[config.mk]
export PLATFORM = sky130hd
export DESIGN_NAME = poly_voice_allocator_sustain
export DESIGN_NICKNAME = d
export VERILOG_FILES = /design/src/rtl/pva_pkg.sv /design/src/rtl/pva_front.sv /design/src/rtl/pva_cmd_fifo.sv /design/src/rtl/pva_engine.sv /design/src/rtl/poly_voice_allocator_sustain.sv
export SDC_FILE = /design/constraint.sdc
export NUM_CORES = 1
export LEC_CHECK = 0
export BUFFER_PORTS_ARGS = -buffer_cell sky130_fd_sc_hd__buf_2
export CAP_MARGIN = 25
export CORE_ASPECT_RATIO = 1.2
export CORE_UTILIZATION = 55
export DETAILED_ROUTE_END_ITERATION = 8
export PLACE_DENSITY_LB_ADDON = 0.2
export REMOVE_ABC_BUFFERS = 1
export SYNTH_ARGS = -nofsm -noshare
export SYNTH_HDL_FRONTEND = slang
export SYNTH_SLANG_ARGS = --single-unit
[constraint.sdc]
create_clock -name clk -period 8.31 [get_ports clk]
set_input_delay 1.2465 -clock clk [delete_from_list [all_inputs] [get_ports clk]]
set_output_delay 1.2465 -clock clk [all_outputs]
set_load 0.02 [all_outputs]
[src/rtl/pva_pkg.sv]
// Shared types and constants for the polyphonic voice allocator.
`timescale 1ns / 1ps

package pva_pkg;

  // Default voice count
  localparam int VOICES_DEF = 8;

  // Depth of the command queue between front and back end
  localparam int CMD_DEPTH = 2;

  // MIDI message kinds
  localparam logic [1:0] KIND_NOTE_ON  = 2'd0;
  localparam logic [1:0] KIND_NOTE_OFF = 2'd1;
  localparam logic [1:0] KIND_CTRL     = 2'd2;

  // Sustain pedal controller and its switch threshold
  localparam logic [6:0] SUSTAIN_CC     = 7'd64;
  localparam logic [6:0] SUSTAIN_THRESH = 7'd63;

  // Age stamp counter value after reset
  localparam logic [31:0] AGE_RESET = 32'd1;

  // Commands handed from front end to back end
  typedef enum logic [2:0] {
    OP_NONE     = 3'd0,
    OP_NOTE_ON  = 3'd1,
    OP_NOTE_OFF = 3'd2,
    OP_SUS_ON   = 3'd3,
    OP_SUS_OFF  = 3'd4
  } op_t;

  typedef struct packed {
    op_t        op;
    logic [6:0] note;
  } cmd_t;

  // Back end sequencer states
  typedef enum logic [2:0] {
    ST_IDLE  = 3'b001,
    ST_SCAN  = 3'b010,
    ST_APPLY = 3'b100
  } state_t;

endpackage

[src/rtl/pva_front.sv]
// Front end: channel filter, message classification and channel register.
`timescale 1ns / 1ps

module pva_front
  import pva_pkg::*;
(
  input  logic       clk,
  input  logic       rst,
  input  logic       cfg_valid,
  output logic       cfg_ready,
  input  logic [3:0] cfg_data,
  input  logic       msg_valid,
  output logic       msg_ready,
  input  logic [1:0] kind,
  input  logic [3:0] channel,
  input  logic [6:0] data_first,
  input  logic [6:0] data_second,
  input  logic       queue_full,
  output logic       push,
  output cmd_t       push_cmd
);

  logic [3:0] listen_channel;

  // Hold the listen channel; writes land at once
  always_ff @(posedge clk) begin
    if (rst) begin
      listen_channel <= '0;
    end else if (cfg_valid && cfg_ready) begin
      listen_channel <= cfg_data;
    end
  end

  assign cfg_ready = 1'b1;

  // Take a message whenever the queue has room
  assign msg_ready = !queue_full;
  assign push      = msg_valid && msg_ready;

  // Classify the message into a command
  always_comb begin
    push_cmd.op   = OP_NONE;
    push_cmd.note = data_first;
    if (channel == listen_channel) begin
      case (kind)
        KIND_NOTE_ON:  push_cmd.op = OP_NOTE_ON;
        KIND_NOTE_OFF: push_cmd.op = OP_NOTE_OFF;
        KIND_CTRL: begin
          if (data_first == SUSTAIN_CC) begin
            push_cmd.op = (data_second > SUSTAIN_THRESH) ? OP_SUS_ON : OP_SUS_OFF;
          end
        end
        default: push_cmd.op = OP_NONE;
      endcase
    end
  end

endmodule

[src/rtl/pva_cmd_fifo.sv]
// Short command queue between the front end and the voice engine.
`timescale 1ns / 1ps

module pva_cmd_fifo
  import pva_pkg::*;
(
  input  logic clk,
  input  logic rst,
  input  logic push,
  input  cmd_t push_cmd,
  input  logic pop,
  output cmd_t head,
  output logic empty,
  output logic full
);

  localparam int PW = (CMD_DEPTH > 1) ? $clog2(CMD_DEPTH) : 1;
  localparam int CW = $clog2(CMD_DEPTH + 1);

  cmd_t          entries [CMD_DEPTH];
  logic [PW-1:0] wr_ptr;
  logic [PW-1:0] rd_ptr;
  logic [CW-1:0] count;

  assign empty = (count == '0);
  assign full  = (count == CW'(CMD_DEPTH));
  assign head  = entries[rd_ptr];

  // Advance pointers and occupancy
  always_ff @(posedge clk) begin
    if (rst) begin
      wr_ptr <= '0;
      rd_ptr <= '0;
      count  <= '0;
    end else begin
      if (push) begin
        wr_ptr <= (wr_ptr == PW'(CMD_DEPTH - 1)) ? '0 : wr_ptr + 1'b1;
      end
      if (pop) begin
        rd_ptr <= (rd_ptr == PW'(CMD_DEPTH - 1)) ? '0 : rd_ptr + 1'b1;
      end
      if (push && !pop) begin
        count <= count + 1'b1;
      end else if (pop && !push) begin
        count <= count - 1'b1;
      end
    end
  end

  // Store the incoming command
  always_ff @(posedge clk) begin
    if (push) begin
      entries[wr_ptr] <= push_cmd;
    end
  end

endmodule

[src/rtl/pva_engine.sv]
// Back end: voice table, serial voice scan and result register.
`timescale 1ns / 1ps

module pva_engine
  import pva_pkg::*;
#(
  parameter int VOICES = VOICES_DEF
) (
  input  logic       clk,
  input  logic       rst,
  input  logic       cmd_empty,
  input  cmd_t       cmd_head,
  output logic       pop,
  output logic       res_valid,
  input  logic       res_ready,
  output logic [2:0] voice_index,
  output logic       voice_hit,
  output logic       stole,
  output logic [6:0] replaced_note,
  output logic       sustain_active,
  output logic [7:0] sounding_mask
);

  localparam int IW = (VOICES > 1) ? $clog2(VOICES) : 1;

  state_t        state;
  cmd_t          cmd;
  logic [IW-1:0] scan_idx;

  // Voice table: note and stamp are meaningful only while the voice sounds
  logic [VOICES-1:0] voice_on;
  logic [VOICES-1:0] voice_key;
  logic [6:0]        voice_note [VOICES];
  logic [31:0]       voice_age  [VOICES];
  logic              sustain_held;
  logic [31:0]       age_counter;

  // Scan findings
  logic          match_found;
  logic [IW-1:0] match_idx;
  logic          free_found;
  logic [IW-1:0] free_idx;
  logic [IW-1:0] old_idx;
  logic [31:0]   old_age;
  logic [6:0]    old_note;

  logic              rd_on;
  logic [6:0]        rd_note;
  logic [31:0]       rd_age;
  logic              apply_fire;
  logic [IW-1:0]     pick;
  logic [VOICES-1:0] on_next;
  logic [VOICES-1:0] key_next;
  logic              sus_next;
  logic [IW-1:0]     res_idx;
  logic              res_hit;
  logic              res_stole;
  logic [6:0]        res_replaced;
  logic [7:0]        mask_next;

  // Read the voice under the scan pointer
  assign rd_on   = voice_on[scan_idx];
  assign rd_note = voice_note[scan_idx];
  assign rd_age  = voice_age[scan_idx];

  assign pop        = (state == ST_IDLE) && !cmd_empty;
  assign apply_fire = (state == ST_APPLY) && (!res_valid || res_ready);

  // Choose the target voice: same note, else lowest free, else oldest
  assign pick = match_found ? match_idx : (free_found ? free_idx : old_idx);

  // Work out the table update and the result of the current command
  always_comb begin
    on_next      = voice_on;
    key_next     = voice_key;
    sus_next     = sustain_held;
    res_idx      = '0;
    res_hit      = 1'b0;
    res_stole    = 1'b0;
    res_replaced = '0;
    case (cmd.op)
      OP_NOTE_ON: begin
        on_next[pick]  = 1'b1;
        key_next[pick] = 1'b1;
        res_idx        = pick;
        res_hit        = 1'b1;
        res_stole      = !match_found && !free_found;
        if (match_found) begin
          res_replaced = cmd.note;
        end else if (!free_found) begin
          res_replaced = old_note;
        end
      end
      OP_NOTE_OFF: begin
        if (match_found) begin
          key_next[match_idx] = 1'b0;
          if (!sustain_held) begin
            on_next[match_idx] = 1'b0;
          end
          res_idx = match_idx;
          res_hit = 1'b1;
        end
      end
      OP_SUS_ON: sus_next = 1'b1;
      OP_SUS_OFF: begin
        sus_next = 1'b0;
        on_next  = voice_on & voice_key;
      end
      default: ;
    endcase
  end

  // Show voices zero to seven in the mask
  for (genvar g = 0; g < 8; g++) begin : g_mask
    if (g < VOICES) begin : g_live
      assign mask_next[g] = on_next[g];
    end else begin : g_pad
      assign mask_next[g] = 1'b0;
    end
  end

  // Sequence pop, scan and apply; hold the result until taken
  always_ff @(posedge clk) begin
    if (rst) begin
      state        <= ST_IDLE;
      scan_idx     <= '0;
      match_found  <= 1'b0;
      free_found   <= 1'b0;
      voice_on     <= '0;
      voice_key    <= '0;
      sustain_held <= 1'b0;
      age_counter  <= AGE_RESET;
      res_valid    <= 1'b0;
    end else begin
      if (res_valid && res_ready && !apply_fire) begin
        res_valid <= 1'b0;
      end
      case (state)
        ST_IDLE: begin
          if (!cmd_empty) begin
            match_found <= 1'b0;
            free_found  <= 1'b0;
            scan_idx    <= '0;
            if (cmd_head.op == OP_NOTE_ON || cmd_head.op == OP_NOTE_OFF) begin
              state <= ST_SCAN;
            end else begin
              state <= ST_APPLY;
            end
          end
        end
        ST_SCAN: begin
          if (rd_on && rd_note == cmd.note && !match_found) begin
            match_found <= 1'b1;
          end
          if (!rd_on && !free_found) begin
            free_found <= 1'b1;
          end
          if (scan_idx == IW'(VOICES - 1)) begin
            state <= ST_APPLY;
          end else begin
            scan_idx <= scan_idx + 1'b1;
          end
        end
        ST_APPLY: begin
          if (apply_fire) begin
            voice_on     <= on_next;
            voice_key    <= key_next;
            sustain_held <= sus_next;
            if (cmd.op == OP_NOTE_ON) begin
              age_counter <= age_counter + 1'b1;
            end
            res_valid <= 1'b1;
            state     <= ST_IDLE;
          end
        end
        default: state <= ST_IDLE;
      endcase
    end
  end

  // Capture command, scan positions, voice payload and result fields
  always_ff @(posedge clk) begin
    if (pop) begin
      cmd <= cmd_head;
    end
    if (state == ST_SCAN) begin
      if (rd_on && rd_note == cmd.note && !match_found) begin
        match_idx <= scan_idx;
      end
      if (!rd_on && !free_found) begin
        free_idx <= scan_idx;
      end
      if (scan_idx == '0 || rd_age < old_age) begin
        old_age  <= rd_age;
        old_idx  <= scan_idx;
        old_note <= rd_note;
      end
    end
    if (apply_fire) begin
      if (cmd.op == OP_NOTE_ON) begin
        voice_note[pick] <= cmd.note;
        voice_age[pick]  <= age_counter;
      end
      voice_index    <= 3'(res_idx);
      voice_hit      <= res_hit;
      stole          <= res_stole;
      replaced_note  <= res_replaced;
      sustain_active <= sus_next;
      sounding_mask  <= mask_next;
    end
  end

  // A steal is always an assignment
  a_stole_hits: assert property (@(posedge clk) disable iff (rst)
    res_valid |-> (!stole || voice_hit))
    else $error("steal reported without a voice hit");

  // Releasing the pedal leaves no voice sounding with its key up
  a_sus_off_release: assert property (@(posedge clk) disable iff (rst)
    (apply_fire && cmd.op == OP_SUS_OFF) |=> ((voice_on & ~voice_key) == '0))
    else $error("voice with key up still sounds after sustain release");

  // Each note-on advances the age stamp by one
  a_age_step: assert property (@(posedge clk) disable iff (rst)
    (apply_fire && cmd.op == OP_NOTE_ON) |=> (age_counter == $past(age_counter) + 1'b1))
    else $error("age counter did not advance on note-on");

  // The assigned voice sounds after a note-on
  a_note_on_sounds: assert property (@(posedge clk) disable iff (rst)
    (apply_fire && cmd.op == OP_NOTE_ON) |=> voice_on[$past(pick)])
    else $error("assigned voice not sounding after note-on");

endmodule

[src/rtl/poly_voice_allocator_sustain.sv]
// Top level of the polyphonic voice allocator with sustain pedal.
//
//   Channel  Direction  Handshake              Payload
//   msg      in         msg_valid/msg_ready    kind, channel, data_first, data_second
//   res      out        res_valid/res_ready    voice_index, voice_hit, stole,
//                                              replaced_note, sustain_active,
//                                              sounding_mask
//   cfg      in         cfg_valid/cfg_ready    cfg_data (listen channel)
//
// A note-on or note-off passes through the engine in order: pop, then a serial
// scan that visits each voice of the voice table in turn, then apply; any
// other message is popped and applied with no scan. The voice scan sets the rate.
// Reset is synchronous: all voices silent, pedal up, age stamp one, channel 0.
// The front end keeps taking messages while the queue has room; a result
// waiting in the output register stalls only the apply step.
`timescale 1ns / 1ps

module poly_voice_allocator_sustain
  import pva_pkg::*;
#(
  parameter int VOICES = VOICES_DEF
) (
  input  logic       clk,
  input  logic       rst,
  input  logic       cfg_valid,
  output logic       cfg_ready,
  input  logic [3:0] cfg_data,
  input  logic       msg_valid,
  output logic       msg_ready,
  input  logic [1:0] kind,
  input  logic [3:0] channel,
  input  logic [6:0] data_first,
  input  logic [6:0] data_second,
  output logic       res_valid,
  input  logic       res_ready,
  output logic [2:0] voice_index,
  output logic       voice_hit,
  output logic       stole,
  output logic [6:0] replaced_note,
  output logic       sustain_active,
  output logic [7:0] sounding_mask
);

  logic push;
  cmd_t push_cmd;
  logic pop;
  cmd_t head;
  logic empty;
  logic full;

  pva_front u_front (
    .clk         (clk),
    .rst         (rst),
    .cfg_valid   (cfg_valid),
    .cfg_ready   (cfg_ready),
    .cfg_data    (cfg_data),
    .msg_valid   (msg_valid),
    .msg_ready   (msg_ready),
    .kind        (kind),
    .channel     (channel),
    .data_first  (data_first),
    .data_second (data_second),
    .queue_full  (full),
    .push        (push),
    .push_cmd    (push_cmd)
  );

  pva_cmd_fifo u_fifo (
    .clk      (clk),
    .rst      (rst),
    .push     (push),
    .push_cmd (push_cmd),
    .pop      (pop),
    .head     (head),
    .empty    (empty),
    .full     (full)
  );

  pva_engine #(
    .VOICES (VOICES)
  ) u_engine (
    .clk            (clk),
    .rst            (rst),
    .cmd_empty      (empty),
    .cmd_head       (head),
    .pop            (pop),
    .res_valid      (res_valid),
    .res_ready      (res_ready),
    .voice_index    (voice_index),
    .voice_hit      (voice_hit),
    .stole          (stole),
    .replaced_note  (replaced_note),
    .sustain_active (sustain_active),
    .sounding_mask  (sounding_mask)
  );

endmodule
==> impl_metrics.toml <==
[critical_path]
cp_common_cell = "a21o_1"
crit_buf_inv = 2
path_class = "reg2reg"
crit_chain = "buf_4 -> mux4_2 -> mux2_2 -> ha_1 -> a21o_1 -> a21o_1 -> a221o_1 -> a21o_1 -> o31a_1 -> o21ai_4 -> buf_4"
ff2ff_setup_slack_ps = 3160
critPathMaxFanout = 44
worst_setup_path_start_kind = "flop"
crit_slowest_cell = "dfxtp_4"
r2r-end = "u_engine.old_age[5]"
cpPeakStageDelay_ps = 930
r2r_cells = 11
cp.arrival_ps = 5340
end_kind = "flop"
critical_path_required_ps = 8500
crit_family = "compound AO/OA/AOI/OAI gates"

[synthesis]
ys_seq_area_share_pct = 70.78
yosysTopAreaCellShare_pct = 63.56
synthTopCellsByArea = "edfxtp_1, mux4_2, dfxtp_1, mux2_2, ha_1"
synth_most_common_cell = "edfxtp_1"
netlist_top_cells_count = "edfxtp_1, nor2_1, dfxtp_1"
synthCells = 1175
yosys_most_used_dff = "edfxtp_1"
ys_ff_latch = 481
synth_top_area_cell = "edfxtp_1"
syn_area_um2 = 19420
synth-edff-count = 411
synth_cell_type_count = 62
avgSynthCellArea_um2 = 16.53
async_reset_ff_share_pct = 0
ys_warn_count = 0

[sta]
rsz0062_at_grt = "no"
min_period_over_period_pct = 61.97
fin_tns_setup_ps = 0
tightestPinTransition_ps = 948.8
final-max-slew-violation-count = 0
skew_ps = 12.13
hold_viol = 0
relSlewSlack_pct = 36.75
fmax_mhz = 194.2
min_period_ps = 5150
setup_viol = 0

[cts]
htreeDepth = 2
cts-root-buf = "clkbuf_16"
cts_max_path_buffers = 3
cts_tree = "done"
clkLatencyLatePin_ps = 550
cts_hold_buf = 0
postCtsSetupBuffers = 0
clk_pin_slew_worst_paths_ps = 70
numCtsBuffers = 45
cts.sinks = 481
cts_resized = 0

[placed_design]
gp_congestion = 0.8509
port_buffers = 45
place_hpwl_um = 21780

[drt]
wire_per_inst_um = 21.80
ant_nets = 0
drt-total-wl_um = 37880
drt_iter0_markers = 685
via_count = 10166
drcViolationCount = 0
via_per_inst = 5.853
drtPass1Iterations = 5

[grt]
grt_first_pass_wirelength_um = 59080
grt_usage_pct = 21.62
overflow = 0
grt_max_degree = 68
antenna_found_initial = 0
grt_pass1_vias = 10358

[floorplanning]
die-area_um2 = 36060
dieWidth_um = 173.5
io_pins = 53
die_h_um = 207.8
start_util_pct = 55.62
fp-row-count = 75
core_area_um2 = 34910

[cells_and_area]
layout.nets = 1303
area_growth_syn_to_layout_pct = 11.76
drive_gt1_share_pct = 21.10
antenna_cells = 0
final_util_pct = 62.16
multiInputGateArea_um2 = 5284
ff_latch_area_um2 = 13750
nFillCells = 2530

[worst_hold_path]
hold_path_depth = 2
hp-class = "reg2reg"
holdPathEnd = "u_engine.voice_key[0]"
hold_start = "u_engine.voice_key[0]"

[job]
drv_cap = 0

[power]
p_leak_nw = 7.682
pwr_density_cell_nw_per_um2 = 244.7
vdd_ir_drop_max_uv = 238.7

[run_status]
status = "finished clean"
-- worst max-delay path by stage --
stage / start / to / slack (ps) / cells past startpoint
3_3_place_gp: flop / u_engine.old_idx[1] / 3080 / 11
4_1_cts: flop / u_engine.old_idx[1] / 3040 / 11
3_5_place_dp: flop / u_engine.old_idx[1] / 3060 / 11
6_report: flop / u_engine.old_age[5] / 3160 / 11
2_1_floorplan: flop / u_engine.old_age[0] / 680 / 9
5_1_grt: flop / u_engine.old_age[5] / 2870 / 11
-- where the power goes --
group | internal (W) | total [W] | switching (W) | leakage [nW]
clock | 0.00125 | 0.00211 | 0.000854 | 0.755
combinational | 0.000137 | 0.000351 | 0.000214 | 2.25
sequential | 0.00274 | 0.00285 | 0.000108 | 4.67
-- kinds of logic after synthesis --
kind of cell | Yosys count | synth area share (%)
muxes | 149 | 12.57
adders and majority gates | 36 | 2.320
buffers and inverters | 100 | 2.146
AOI/OAI and AO/OA | 124 | 3.976
xor gates and xnor gates | 42 | 1.894
and+or+nand+nor | 242 | 6.296
other | 1 | 0.01931
DFF | 481 | 70.78
-- layout by cell type (no fill, tap or decap), drive strengths merged, types with 3 or more instances in the layout --
cell type / netlist / routed
a22oi: 10 / 10
nor2: 85 / 85
or3: 7 / 7
xor2: 22 / 22
nor4: 6 / 6
xnor2: 20 / 20
nor3b: 7 / 7
ha: 36 / 36
clkbuf: 24 / 65
inv: 56 / 58
buf: 20 / 60
nand2: 45 / 45
nor3: 16 / 16
mux2i: 29 / 29
o211ai: 5 / 5
or3b: 4 / 4
o21ai: 38 / 38
nand3: 22 / 22
or2: 3 / 3
o211a: 3 / 3
and4: 10 / 10
nand4: 18 / 18
o22a: 4 / 4
a21oi: 35 / 35
clkinv: 0 / 11
bufinv: 0 / 5
mux2: 50 / 50
nor2b: 5 / 5
mux4: 70 / 70
edfxtp: 411 / 411
a21o: 7 / 7
a31oi: 3 / 3
nand2b: 8 / 8
dfxtp: 70 / 70
-- worst register-to-register path: stages (launching register included) --
cell and delay, ps:
dfxtp_4 930, buf_4 420, mux4_2 530, mux2_2 300, ha_1 310, a21o_1 160
a21o_1 160, a221o_1 380, a21o_1 190, o31a_1 350, o21ai_4 520, buf_4 500
-- layer usage --
layer | track usage (%) | vias up | wire length (µm)
li1 | - | 4683 | -
met4 | 6.927 | 0 | 933
met3 | 3.004 | 61 | 1591
met1 | 28.23 | 5181 | 15830
met5 | 0 | - | 0
met2 | 37.50 | 241 | 19520
-- stage by stage --
step	total power, W	std cells	hold WS, ps	worst slack, ps	cell area (µm²)
2_1_floorplan	0.003116	1131	436.8	682.7	19210
3_3_place_gp	0.003242	1653	453.5	3082	20160
3_5_place_dp	0.003256	1653	470.5	3057	20160
4_1_cts	0.005355	1737	478.9	3039	21700
5_1_grt	0.005493	1737	491.7	2871	21700
6_report	0.005309	1737	478.5	3160	21700
-- final cells by class --
class	instances	area share [%]
repair buffers	60	1.557
inverters	56	0.9686
multi-input cells	594	24.35
well taps	462	2.664
flip-flops and latches	481	63.37
clock inverters	19	1.084
clock buffers	65	6.008
-- registers in the layout, indices dropped and copies added (netlist names), 4 cells and up, named ones only --
signal	cells
u_engine.voice_age	256
u_engine.cmd	10
u_engine.voice_key	8
u_engine.voice_on	8
u_engine.age_counter	32
u_engine.old_age	32
u_engine.voice_note	56
u_engine.sounding_mask	8
u_engine.replaced_note	7
u_fifo.entries	20
u_engine.old_note	7
u_front.listen_channel	4
No activity file was read; power rests on OpenSTA's default activity.
